==> src/design/gsi_pkg.sv <==
// Shared types and constants of the gain schedule interpolator.
// Holds the sequencer state type, point layout, opcode and gain selector codes.
// Depends on nothing.
package gsi_pkg;

  // Opcode of an input request.
  localparam logic OP_WRITE = 1'b0;
  localparam logic OP_QUERY = 1'b1;

  // Fraction bits of the Q16.16 format and of the interpolation weight.
  localparam int FRAC_BITS = 16;

  // The weight runs over 0..65536, so the serial divide yields 17 quotient bits.
  localparam logic [4:0] DIV_STEPS = 5'd17;

  // Gain selector of the shared multiplier.
  localparam logic [1:0] GAIN_P = 2'd0;
  localparam logic [1:0] GAIN_I = 2'd1;
  localparam logic [1:0] GAIN_D = 2'd2;

  // One stored gain point, 128 bits.
  typedef struct packed {
    logic signed [31:0] pos;
    logic signed [31:0] gp;
    logic signed [31:0] gi;
    logic signed [31:0] gd;
  } point_t;

  typedef enum logic [3:0] {
    ST_IDLE,
    ST_RD_FIRST,
    ST_CHK_FIRST,
    ST_RD_LAST,
    ST_CHK_LAST,
    ST_RD_SCAN,
    ST_CHK_SCAN,
    ST_DIV,
    ST_MUL,
    ST_ADD,
    ST_FINISH
  } state_t;

endpackage

==> src/design/gsi_ram.sv <==
// Generic simple dual-port RAM: one write port, one read port, registered read.
// Depends on nothing.
module gsi_ram #(
  parameter int WIDTH = 128,
  parameter int DEPTH = 16
) (
  input  logic                     clk,
  input  logic                     we,
  input  logic [$clog2(DEPTH)-1:0] waddr,
  input  logic [WIDTH-1:0]         wdata,
  input  logic [$clog2(DEPTH)-1:0] raddr,
  output logic [WIDTH-1:0]         rdata
);

  logic [WIDTH-1:0] mem [DEPTH];

  always_ff @(posedge clk) begin
    if (we) begin
      mem[waddr] <= wdata;
    end
    rdata <= mem[raddr];
  end

endmodule

==> src/design/gain_schedule_interpolator.sv <==
// Top level of the gain schedule interpolator: point table, scan sequencer,
// serial divider and the shared multiplier for the three gains.
// Depends on gsi_pkg and gsi_ram.
//
//  Channel  | Handshake                  | Payload
//  ---------+----------------------------+--------------------------------------------
//  item     | item_valid / item_stall    | opcode, point_index, position, gain_p/i/d
//  result   | result_valid / result_stall| gains_valid, sched_p, sched_i, sched_d
//  cfg      | cfg_valid / cfg_ready      | cfg_data (point_count)
//
// A write request gives no result. A query with fewer than two points goes straight
// to the finishing step; one at or beyond an end point finishes after the check of
// that end point. An interior query scans the table upward from the second slot:
// each scan step is one read of the table RAM and one compare, then a 17-step
// restoring divide and one multiply and add per gain.
// Reset (rst, synchronous) clears point_count, the sequencer and the result valid.
// The table RAM is not cleared. A finished result waits in the output register
// while result_stall is high, and the block keeps taking requests meanwhile; the
// next query to finish holds in its finishing step until that register frees up.
module gain_schedule_interpolator #(
  parameter int MAX_POINTS = 16
) (
  input  logic                clk,
  input  logic                rst,

  input  logic                item_valid,
  output logic                item_stall,
  input  logic                opcode,
  input  logic [3:0]          point_index,
  input  logic signed [31:0]  position,
  input  logic signed [31:0]  gain_p,
  input  logic signed [31:0]  gain_i,
  input  logic signed [31:0]  gain_d,

  output logic                result_valid,
  input  logic                result_stall,
  output logic                gains_valid,
  output logic signed [31:0]  sched_p,
  output logic signed [31:0]  sched_i,
  output logic signed [31:0]  sched_d,

  input  logic                cfg_valid,
  output logic                cfg_ready,
  input  logic [4:0]          cfg_data
);

  // Address width of the table and width of a point count up to MAX_POINTS.
  localparam int AW = $clog2(MAX_POINTS);
  localparam int CW = $clog2(MAX_POINTS + 1);

  gsi_pkg::state_t state, state_next;

  logic [4:0]          point_count;
  logic [CW-1:0]       n_eff;
  logic [CW-1:0]       n_reg;
  logic signed [31:0]  qpos;
  logic [AW-1:0]       k;

  // Lower and upper points of the interval being interpolated.
  gsi_pkg::point_t     lo;
  gsi_pkg::point_t     hi;

  // Serial divider state.
  logic [32:0]         span_r;
  logic [33:0]         rem;
  logic [33:0]         rem_shift;
  logic                rem_ge;
  logic [4:0]          div_cnt;
  logic [16:0]         quo;

  // Shared multiplier.
  logic [1:0]          g_sel;
  logic signed [32:0]  diff;
  logic signed [31:0]  lo_gain;
  logic signed [50:0]  prod;
  logic [31:0]         mix;

  // Result waiting for the output register.
  logic                res_ok;
  logic signed [31:0]  res_p;
  logic signed [31:0]  res_i;
  logic signed [31:0]  res_d;

  // Table RAM.
  logic                ram_we;
  logic [AW-1:0]       ram_raddr;
  logic [127:0]        ram_rdata;
  gsi_pkg::point_t     rd_pt;
  gsi_pkg::point_t     wr_pt;

  logic                item_take;
  logic                query_take;
  logic                out_load;
  logic                found;
  logic                below_first;
  logic                above_last;
  logic signed [32:0]  span_calc;
  logic signed [32:0]  num_calc;

  assign cfg_ready  = 1'b1;
  assign item_take  = item_valid && !item_stall;
  assign query_take = item_take && (opcode == gsi_pkg::OP_QUERY);
  assign out_load   = (state == gsi_pkg::ST_FINISH) && (!result_valid || !result_stall);

  // A count above the table depth saturates to the depth.
  assign n_eff = (32'(point_count) > MAX_POINTS) ? CW'(MAX_POINTS) : CW'(point_count);

  assign rd_pt = gsi_pkg::point_t'(ram_rdata);
  assign wr_pt = '{pos: position, gp: gain_p, gi: gain_i, gd: gain_d};

  assign below_first = (qpos <= rd_pt.pos);
  assign above_last  = (qpos >= rd_pt.pos);
  assign found       = (qpos <= rd_pt.pos);

  // Span and offset against the lower point; both are positive for a found interval.
  assign span_calc = $signed({rd_pt.pos[31], rd_pt.pos}) - $signed({lo.pos[31], lo.pos});
  assign num_calc  = $signed({qpos[31], qpos}) - $signed({lo.pos[31], lo.pos});

  // One restoring divide step; the first step has no shift because the offset
  // never exceeds the span.
  assign rem_shift = (div_cnt == 5'd0) ? rem : {rem[32:0], 1'b0};
  assign rem_ge    = (rem_shift >= {1'b0, span_r});

  always_comb begin
    case (g_sel)
      gsi_pkg::GAIN_P: begin
        diff    = $signed({hi.gp[31], hi.gp}) - $signed({lo.gp[31], lo.gp});
        lo_gain = lo.gp;
      end
      gsi_pkg::GAIN_I: begin
        diff    = $signed({hi.gi[31], hi.gi}) - $signed({lo.gi[31], lo.gi});
        lo_gain = lo.gi;
      end
      default: begin
        diff    = $signed({hi.gd[31], hi.gd}) - $signed({lo.gd[31], lo.gd});
        lo_gain = lo.gd;
      end
    endcase
  end

  // The interpolated gain is in range, so its low 32 bits are the answer; the
  // product shifted right by the fraction bits is the floor of the weighted step.
  assign mix = lo_gain + prod[gsi_pkg::FRAC_BITS +: 32];

  gsi_ram #(
    .WIDTH (128),
    .DEPTH (MAX_POINTS)
  ) u_table (
    .clk   (clk),
    .we    (ram_we),
    .waddr (AW'(point_index)),
    .wdata (wr_pt),
    .raddr (ram_raddr),
    .rdata (ram_rdata)
  );

  // Next state.
  always_comb begin
    state_next = state;
    case (state)
      gsi_pkg::ST_IDLE: begin
        if (query_take) begin
          state_next = (n_eff < CW'(2)) ? gsi_pkg::ST_FINISH : gsi_pkg::ST_RD_FIRST;
        end
      end
      gsi_pkg::ST_RD_FIRST:  state_next = gsi_pkg::ST_CHK_FIRST;
      gsi_pkg::ST_CHK_FIRST: begin
        state_next = below_first ? gsi_pkg::ST_FINISH : gsi_pkg::ST_RD_LAST;
      end
      gsi_pkg::ST_RD_LAST:   state_next = gsi_pkg::ST_CHK_LAST;
      gsi_pkg::ST_CHK_LAST: begin
        state_next = above_last ? gsi_pkg::ST_FINISH : gsi_pkg::ST_RD_SCAN;
      end
      gsi_pkg::ST_RD_SCAN:   state_next = gsi_pkg::ST_CHK_SCAN;
      gsi_pkg::ST_CHK_SCAN: begin
        state_next = found ? gsi_pkg::ST_DIV : gsi_pkg::ST_RD_SCAN;
      end
      gsi_pkg::ST_DIV: begin
        if (div_cnt == gsi_pkg::DIV_STEPS - 5'd1) begin
          state_next = gsi_pkg::ST_MUL;
        end
      end
      gsi_pkg::ST_MUL:       state_next = gsi_pkg::ST_ADD;
      gsi_pkg::ST_ADD: begin
        state_next = (g_sel == gsi_pkg::GAIN_D) ? gsi_pkg::ST_FINISH : gsi_pkg::ST_MUL;
      end
      gsi_pkg::ST_FINISH: begin
        if (out_load) begin
          state_next = gsi_pkg::ST_IDLE;
        end
      end
      default:               state_next = gsi_pkg::ST_IDLE;
    endcase
  end

  // Sequencer outputs.
  always_comb begin
    item_stall = (state != gsi_pkg::ST_IDLE);
    ram_we     = item_take && (opcode == gsi_pkg::OP_WRITE) &&
                 (32'(point_index) < MAX_POINTS);
    case (state)
      gsi_pkg::ST_RD_LAST: ram_raddr = AW'(n_reg - CW'(1));
      gsi_pkg::ST_RD_SCAN: ram_raddr = k;
      default:             ram_raddr = '0;
    endcase
  end

  always_ff @(posedge clk) begin
    if (rst) begin
      state        <= gsi_pkg::ST_IDLE;
      point_count  <= 5'd0;
      result_valid <= 1'b0;
    end else begin
      state <= state_next;
      if (cfg_valid && cfg_ready) begin
        point_count <= cfg_data;
      end
      if (out_load) begin
        result_valid <= 1'b1;
      end else if (!result_stall) begin
        result_valid <= 1'b0;
      end
    end
  end

  // Datapath registers.
  always_ff @(posedge clk) begin
    if (query_take) begin
      qpos   <= position;
      n_reg  <= n_eff;
      res_ok <= 1'b0;
      res_p  <= '0;
      res_i  <= '0;
      res_d  <= '0;
    end
    case (state)
      gsi_pkg::ST_CHK_FIRST: begin
        lo <= rd_pt;
        if (below_first) begin
          res_ok <= 1'b1;
          res_p  <= rd_pt.gp;
          res_i  <= rd_pt.gi;
          res_d  <= rd_pt.gd;
        end
      end
      gsi_pkg::ST_CHK_LAST: begin
        k <= AW'(1);
        if (above_last) begin
          res_ok <= 1'b1;
          res_p  <= rd_pt.gp;
          res_i  <= rd_pt.gi;
          res_d  <= rd_pt.gd;
        end
      end
      gsi_pkg::ST_CHK_SCAN: begin
        if (found) begin
          hi      <= rd_pt;
          span_r  <= span_calc[32:0];
          rem     <= {1'b0, num_calc[32:0]};
          div_cnt <= 5'd0;
          quo     <= '0;
        end else begin
          lo <= rd_pt;
          k  <= k + AW'(1);
        end
      end
      gsi_pkg::ST_DIV: begin
        rem     <= rem_ge ? (rem_shift - {1'b0, span_r}) : rem_shift;
        quo     <= {quo[15:0], rem_ge};
        div_cnt <= div_cnt + 5'd1;
        g_sel   <= gsi_pkg::GAIN_P;
      end
      gsi_pkg::ST_MUL: begin
        prod <= $signed({1'b0, quo}) * diff;
      end
      gsi_pkg::ST_ADD: begin
        res_ok <= 1'b1;
        case (g_sel)
          gsi_pkg::GAIN_P: res_p <= mix;
          gsi_pkg::GAIN_I: res_i <= mix;
          default:         res_d <= mix;
        endcase
        g_sel <= g_sel + 2'd1;
      end
      default: begin
      end
    endcase
    if (out_load) begin
      gains_valid <= res_ok;
      sched_p     <= res_p;
      sched_i     <= res_i;
      sched_d     <= res_d;
    end
  end

`ifndef SYNTHESIS
  // A new result only comes out of the finishing step.
  a_result_from_finish: assert property (@(posedge clk) disable iff (rst)
    $rose(result_valid) |-> $past(state == gsi_pkg::ST_FINISH))
    else $error("result valid rose outside the finishing step");

  // The divider remainder never exceeds the span.
  a_rem_bound: assert property (@(posedge clk) disable iff (rst)
    (state == gsi_pkg::ST_DIV) |-> (span_r != 33'd0 && rem <= {1'b0, span_r}))
    else $error("divider remainder out of bound");

  // The scan stays between the second and the last point in use.
  a_scan_range: assert property (@(posedge clk) disable iff (rst)
    (state == gsi_pkg::ST_RD_SCAN) |-> (k != '0 && 32'(k) < 32'(n_reg)))
    else $error("scan index out of range");

  // A result that reports no gains carries zero gains.
  a_invalid_zero: assert property (@(posedge clk) disable iff (rst)
    (result_valid && !gains_valid) |-> (sched_p == 0 && sched_i == 0 && sched_d == 0))
    else $error("invalid result carries nonzero gains");
`endif

endmodule
==> config.mk <==
export PLATFORM = sky130hd
export DESIGN_NAME = gain_schedule_interpolator
export DESIGN_NICKNAME = d
export VERILOG_FILES = /design/src/design/gsi_pkg.sv /design/src/design/gsi_ram.sv /design/src/design/gain_schedule_interpolator.sv
export SDC_FILE = /design/constraint.sdc
export NUM_CORES = 2
export LEC_CHECK = 0
export BUFFER_PORTS_ARGS = -buffer_cell sky130_fd_sc_hd__buf_2
export CORE_ASPECT_RATIO = 2
export CORE_MARGIN = 8
export CORE_UTILIZATION = 50
export CTS_BUF_LIST = sky130_fd_sc_hd__clkbuf_4 sky130_fd_sc_hd__clkbuf_8 sky130_fd_sc_hd__clkbuf_16
export CTS_CLUSTER_SIZE = 8
export DETAILED_ROUTE_END_ITERATION = 8
export PLACE_DENSITY = 0.67
export SYNTH_ARGS = -nofsm -noshare
export SYNTH_HDL_FRONTEND = slang
export SYNTH_SLANG_ARGS = --single-unit
==> constraint.sdc <==
create_clock -name clk -period 21 [get_ports clk]
set_input_delay 5.25 -clock clk [delete_from_list [all_inputs] [get_ports clk]]
set_output_delay 5.25 -clock clk [all_outputs]
set_load 0.01 [all_outputs]
Word-level counts from Yosys, hierarchy flattened
Memories as Yosys holds them, arrays and structs flattened. A register that Yosys moved wholly into a read port is not among the register bits.
Index checks and enable logic that the tools add are counted.
{ "totals": {"input_bits": 143, "ram_bits": 2048, "mem_count": 1, "regBits": 607} }
{ "memory_table": {"columns": ["name", "words", "width", "rd", "rd_ports_with_merged_regs", "write_ports", "line", "rtl"], "rows": [
  ["u_table.mem", 16, 128, 1, 1, 1, "gsi_ram.sv:15", "logic [WIDTH-1:0] mem [DEPTH];"]
]} }
{ "op_classes": {"n_mux": 49, "mul": 1, "magnitude_cmp": 5, "n_addsub": 11, "bitwise_logic": 1, "n_eq_ne": 19, "n_reduce_logical": 22} }
{ "ops": {"columns": ["operator", "n"], "rows": [
  ["$mux W32", 12],
  ["$pmux W32 S3", 3],
  ["$pmux W128 S2", 1],
  ["$sub A32 B32 Y33", 5],
  ["$mux W128", 1],
  ["$mux W34", 3],
  ["$pmux W34 S2", 1],
  ["$pmux W33 S2", 1],
  ["$pmux W32 S2", 1],
  ["$mul A18 B33 Y48", 1],
  ["$pmux W4 S11", 1],
  ["$ge A34 B33 Y1", 1],
  ["$pmux W17 S2", 1],
  ["$sub A34 B33 Y34", 1],
  ["$add A32 B32 Y32", 1],
  ["$ge A32 B32 Y1", 1],
  ["$le A32 B32 Y1", 1],
  ["$mux W4", 7],
  ["$mux W17", 1],
  ["$eq A4 B3 Y1 const B", 4],
  ["$pmux W4 S2", 2],
  ["$eq A4 B4 Y1 const B", 3],
  ["$mux W5", 2],
  ["$ne A2 B2 Y1 const B", 5],
  ["29 further kinds", 48]
]} }

Logic depth before layout (Yosys ltp)
{ "depth": {"ltp_word": 7, "depth_mapped": 39} }

By module
Synthesis repeated with hierarchy kept, for this count alone.
{ "unflattened": {"cells_unflattened": 8593, "area_unflattened_um2": 131307.2} }
{ "modules_own_cells": {"columns": ["module", "instances", "cells_each", "area_each_um2", "seq_area_each_um2"], "rows": [
  ["gsi_ram", 1, 3365, 79331.1, 64061.4],
  ["gain_schedule_interpolator", 1, 5228, 51976.1, 16676.0]
]} }

Least setup slack after synthesis
No wires, ideal clock.
{ "synth_path": {"path_kind": "input -> register", "startpoint": "input opcode", "endpoint": "memory u_table.mem[0][0], enable pin", "arrival_time_ns": 14.468, "t_required_ns": 20.226, "cell_stages": 3, "setup_time_ns": 0.774, "setup_slack_ns": 5.758, "path_buffers": 0, "path_cell_list": "nand3b_1 -> or3_1 -> nor3_1"} }
{ "synth_via": {"elab_chain_cells": 4} }
{ "synth_rtl": {"columns": ["element", "line", "rtl"], "rows": [
  ["start, declared", "gain_schedule_interpolator.sv:28", "input logic opcode,"],
  ["$not A1 Y1", "gain_schedule_interpolator.sv:199", "ram_we = item_take && (opcode == gsi_pkg::OP_WRITE) &&"],
  ["$logic_and A1 B1 Y1", "gain_schedule_interpolator.sv:199", null],
  ["$mux W1", "gsi_ram.sv:18", "if (we) begin"],
  ["$mux W1 (not written as such)", "gsi_ram.sv:19", "mem[waddr] <= wdata;"],
  ["end, declared", "gsi_ram.sv:15", null]
]} }
No other way between the ends.

Final worst setup path
{ "layout_path": {"startpoint": "register hi[0] (netlist bit)", "endpoint": "register prod[47], data pin"} }
{ "layout_via": {"elab_chain_cells": 3} }
{ "layout_rtl": {"columns": ["element", "line", "rtl"], "rows": [
  ["start, declared", "gain_schedule_interpolator.sv:61", "gsi_pkg::point_t hi;"],
  ["start signal, assigned", "gain_schedule_interpolator.sv:257", "hi <= rd_pt;"],
  ["$sub A32 B32 Y33", "gain_schedule_interpolator.sv:135", "diff = $signed({hi.gd[31], hi.gd}) - $signed({lo.gd[31], lo.gd});"],
  ["$pmux W33 S2", "gain_schedule_interpolator.sv:125", "case (g_sel)"],
  ["$mul A18 B33 Y48", "gain_schedule_interpolator.sv:274", "prod <= $signed({1'b0, quo}) * diff;"],
  ["end signal, assigned", "gain_schedule_interpolator.sv:274", null],
  ["end, declared", "gain_schedule_interpolator.sv:75", "logic signed [50:0] prod;"]
]} }
No other way between the ends.
A chain may end at the register's enable or synchronous reset.

==> flow_summary.ini <==
[worst_setup_path]
r2r-start = hi[0]$_DFFE_PP_
r2r-end = prod[47]$_DFFE_PP_
r2r_cells = 37
r2r_setup_slack_ps = 10080
crit_type = flop to flop
critical_path.top_delay_family = compound AO/OA/AOI/OAI gates
cp-end-kind = flop
crit_arrival_ps = 11530
crit_required_ps = 21600
cpMostUsedCell = fa_1
worst-path-buf-inv = 7
critPathMaxFanout = 17
slowest_stage = a211oi_1
slowest_delay_ps = 830
worstSetupStartpointType = flop

[yosys]
yosysWarnings = 0
ys.flop_type = edfxtp_1
syn_area_um2 = 135000
synth_commonest_cells = edfxtp_1, nand2_1, inv_1, and2_1, a211oi_1
synthTopCellsByArea = edfxtp_1, fa_1, nand2_1
synth_top_area_frac = 0.565
syn_avg_cell_area_um2 = 12.6
yosysMostFrequentCell = edfxtp_1
synth-edff-count = 2532
ys_seq_elements = 2767
yosysTopAreaCell = edfxtp_1
async_reset_ff_frac = 0
synth.distinct_cells = 101
syn_nets = 11800
yosysSeqAreaShare = 0.600
syn-instance-count = 10700

[placed_design]
numPortBuffers = 241
placed_cells = 14100
gp_congestion = 1.01
dp_hpwl_mm = 268

[sta]
worst_pin_slew_ps = 1610
final_max_slew_viol_count = 8
fin_crit_sh = 0.520
finalSetupTns_ps = 0
skew_ps = 103
final_hold_viol_count = 0
min_period_ps = 10920
timing.hold.ws_ps = 403
max_freq_ghz = 0.0916
setup_viol = 0
rsz0062_at_grt = no
maxSlewHeadroom = -0.0789

[worst_hold_path]
hold_path.class = flop to flop
hp-start = res_i[8]$_DFF_P_
min_to = sched_i[8]$_DFFE_PP_
holdPathStages = 0

[drt]
ant_nets = 0
wl_mm = 412
drc_errors = 0
drt_iter0_markers = 7760
vias = 89200
dr.pass1.iters = 6
wl_per_cell_um = 27.9
drt-vias-per-instance = 6.04

[grt]
grt_pass1_vias = 90700
overflow = 0
track_usage = 0.280
antenna_found_initial = 95
grt_pass1_wl_mm = 595
grt_max_degree = 217

[cells_and_area]
regMostFlops = u_table.mem
nets = 12000
seqCellArea_um2 = 80700
fin_cells = 14800
area_growth_pct = 12.7
multi_input_area_um2 = 48500
reg.largest.list = u_table.mem: 2048 flops, lo: 128 flops, u_table.rdata: 128 flops
fillCellCount = 21300
largest_register_ffs = 2048
drive_gt1_frac = 0.106

[floorplanning]
die_y_um = 750
fp.dieW_um = 383
row_count = 269
core_um2 = 268000
pin_count = 243
dieArea_um2 = 287000
floorplan.initialDensity = 0.502

[clocking]
cts_tree = yes
cts_buffers = 388
insertion_delay_ps = 930
post_cts_resized = 0
cts.path.max_buffers = 4
root_buffer = clkbuf_16
cts_max_level = 5
cts_num_sinks = 2767
clkTransAtPathRegs_ps = 60
post_cts_buffers = 0
holdBufCountCts = 0

[outcome]
violations = capacitance limit, slew limit
status = finished, violations left

[run]
cap_violations = 2
## layout by cell type, fill, tap and decap left out, types with 163 or more instances in the layout
master	netlist	layout
a211oi_1	661	660
a21oi_1	463	461
a311oi_1	262	262
a31oi_1	280	280
and2_1	738	737
buf_2	18	241
buf_4	6	163
clkbuf_16	0	397
clkbuf_4	0	229
dfxtp_1	235	235
edfxtp_1	2532	2532
fa_1	521	521
ha_1	373	371
inv_1	904	902
nand2_1	1434	1433
nor2_1	235	215
o21ai_0	185	185
## worst max path at each step
| stage | start | end | slack, ps | cells after the start |
|---|---|---|---|---|
| floorplan | opcode | u_table.mem[0][0]$_DFFE_PP_ | 5760 | 3 |
| global placement | hi[0]$_DFFE_PP_ | prod[47]$_DFFE_PP_ | 10340 | 31 |
| detailed placement | hi[0]$_DFFE_PP_ | prod[47]$_DFFE_PP_ | 10250 | 37 |
| CTS | hi[0]$_DFFE_PP_ | prod[47]$_DFFE_PP_ | 10170 | 37 |
| global route | hi[0]$_DFFE_PP_ | prod[47]$_DFFE_PP_ | 9720 | 31 |
| finish | hi[0]$_DFFE_PP_ | prod[47]$_DFFE_PP_ | 10080 | 37 |
## logic make-up (layout without fill, tap and decap cells)
group,after synthesis,in the layout,synth area share
compound gates,2427,2427,0.126
xor+xnor,217,217,0.0142
fa+ha+maj,894,894,0.112
buf+inv,1499,1962,0.0422
flops,2767,2767,0.600
mux,54,54,0.00433
other cells,1,61,0.0000279
simple gates,2856,2856,0.101
## worst reg2reg max path: cells and delay by family (launching register included)
family	cells	cell delay, ps
buf+inv	7	620
compound gates	17	4430
flops	1	360
fa+ha+maj	9	3970
simple gates	2	340
xor+xnor	2	900
## metal layers
layer	wire (um)	GRT usage	up-vias
met5	407	0	-
met4	32800	0.191	64
met3	28900	0.0508	1186
met2	204000	0.481	3595
met1	146000	0.316	45200
li1	-	-	39200
## through the flow
| step | util | area [um^2] | worst slack [ps] |
|---|---|---|---|
| 2_1_floorplan | - | 135000 | 5760 |
| 6_report | 0.566 | 152000 | 10080 |
| 3_3_place_gp | 0.521 | 140000 | 10340 |
| 3_5_place_dp | 0.521 | 140000 | 10250 |
| 4_1_cts | 0.565 | 152000 | 10170 |
| 5_1_grt | 0.566 | 152000 | 9720 |
## final cells by class
cell class / count / area share
Antenna cell: 60 / 0.000989
Inverter: 906 / 0.0224
Multi-Input combinational cell: 6449 / 0.320
Sequential cell: 2767 / 0.532
Timing Repair Buffer: 416 / 0.0176
Clock buffer: 629 / 0.0771
Tap cell: 3523 / 0.0290
Clock inverter: 11 / 0.00138
Power is not shown: default switching activity piles up to over one toggle a cycle in this logic, so the estimate is an artifact.
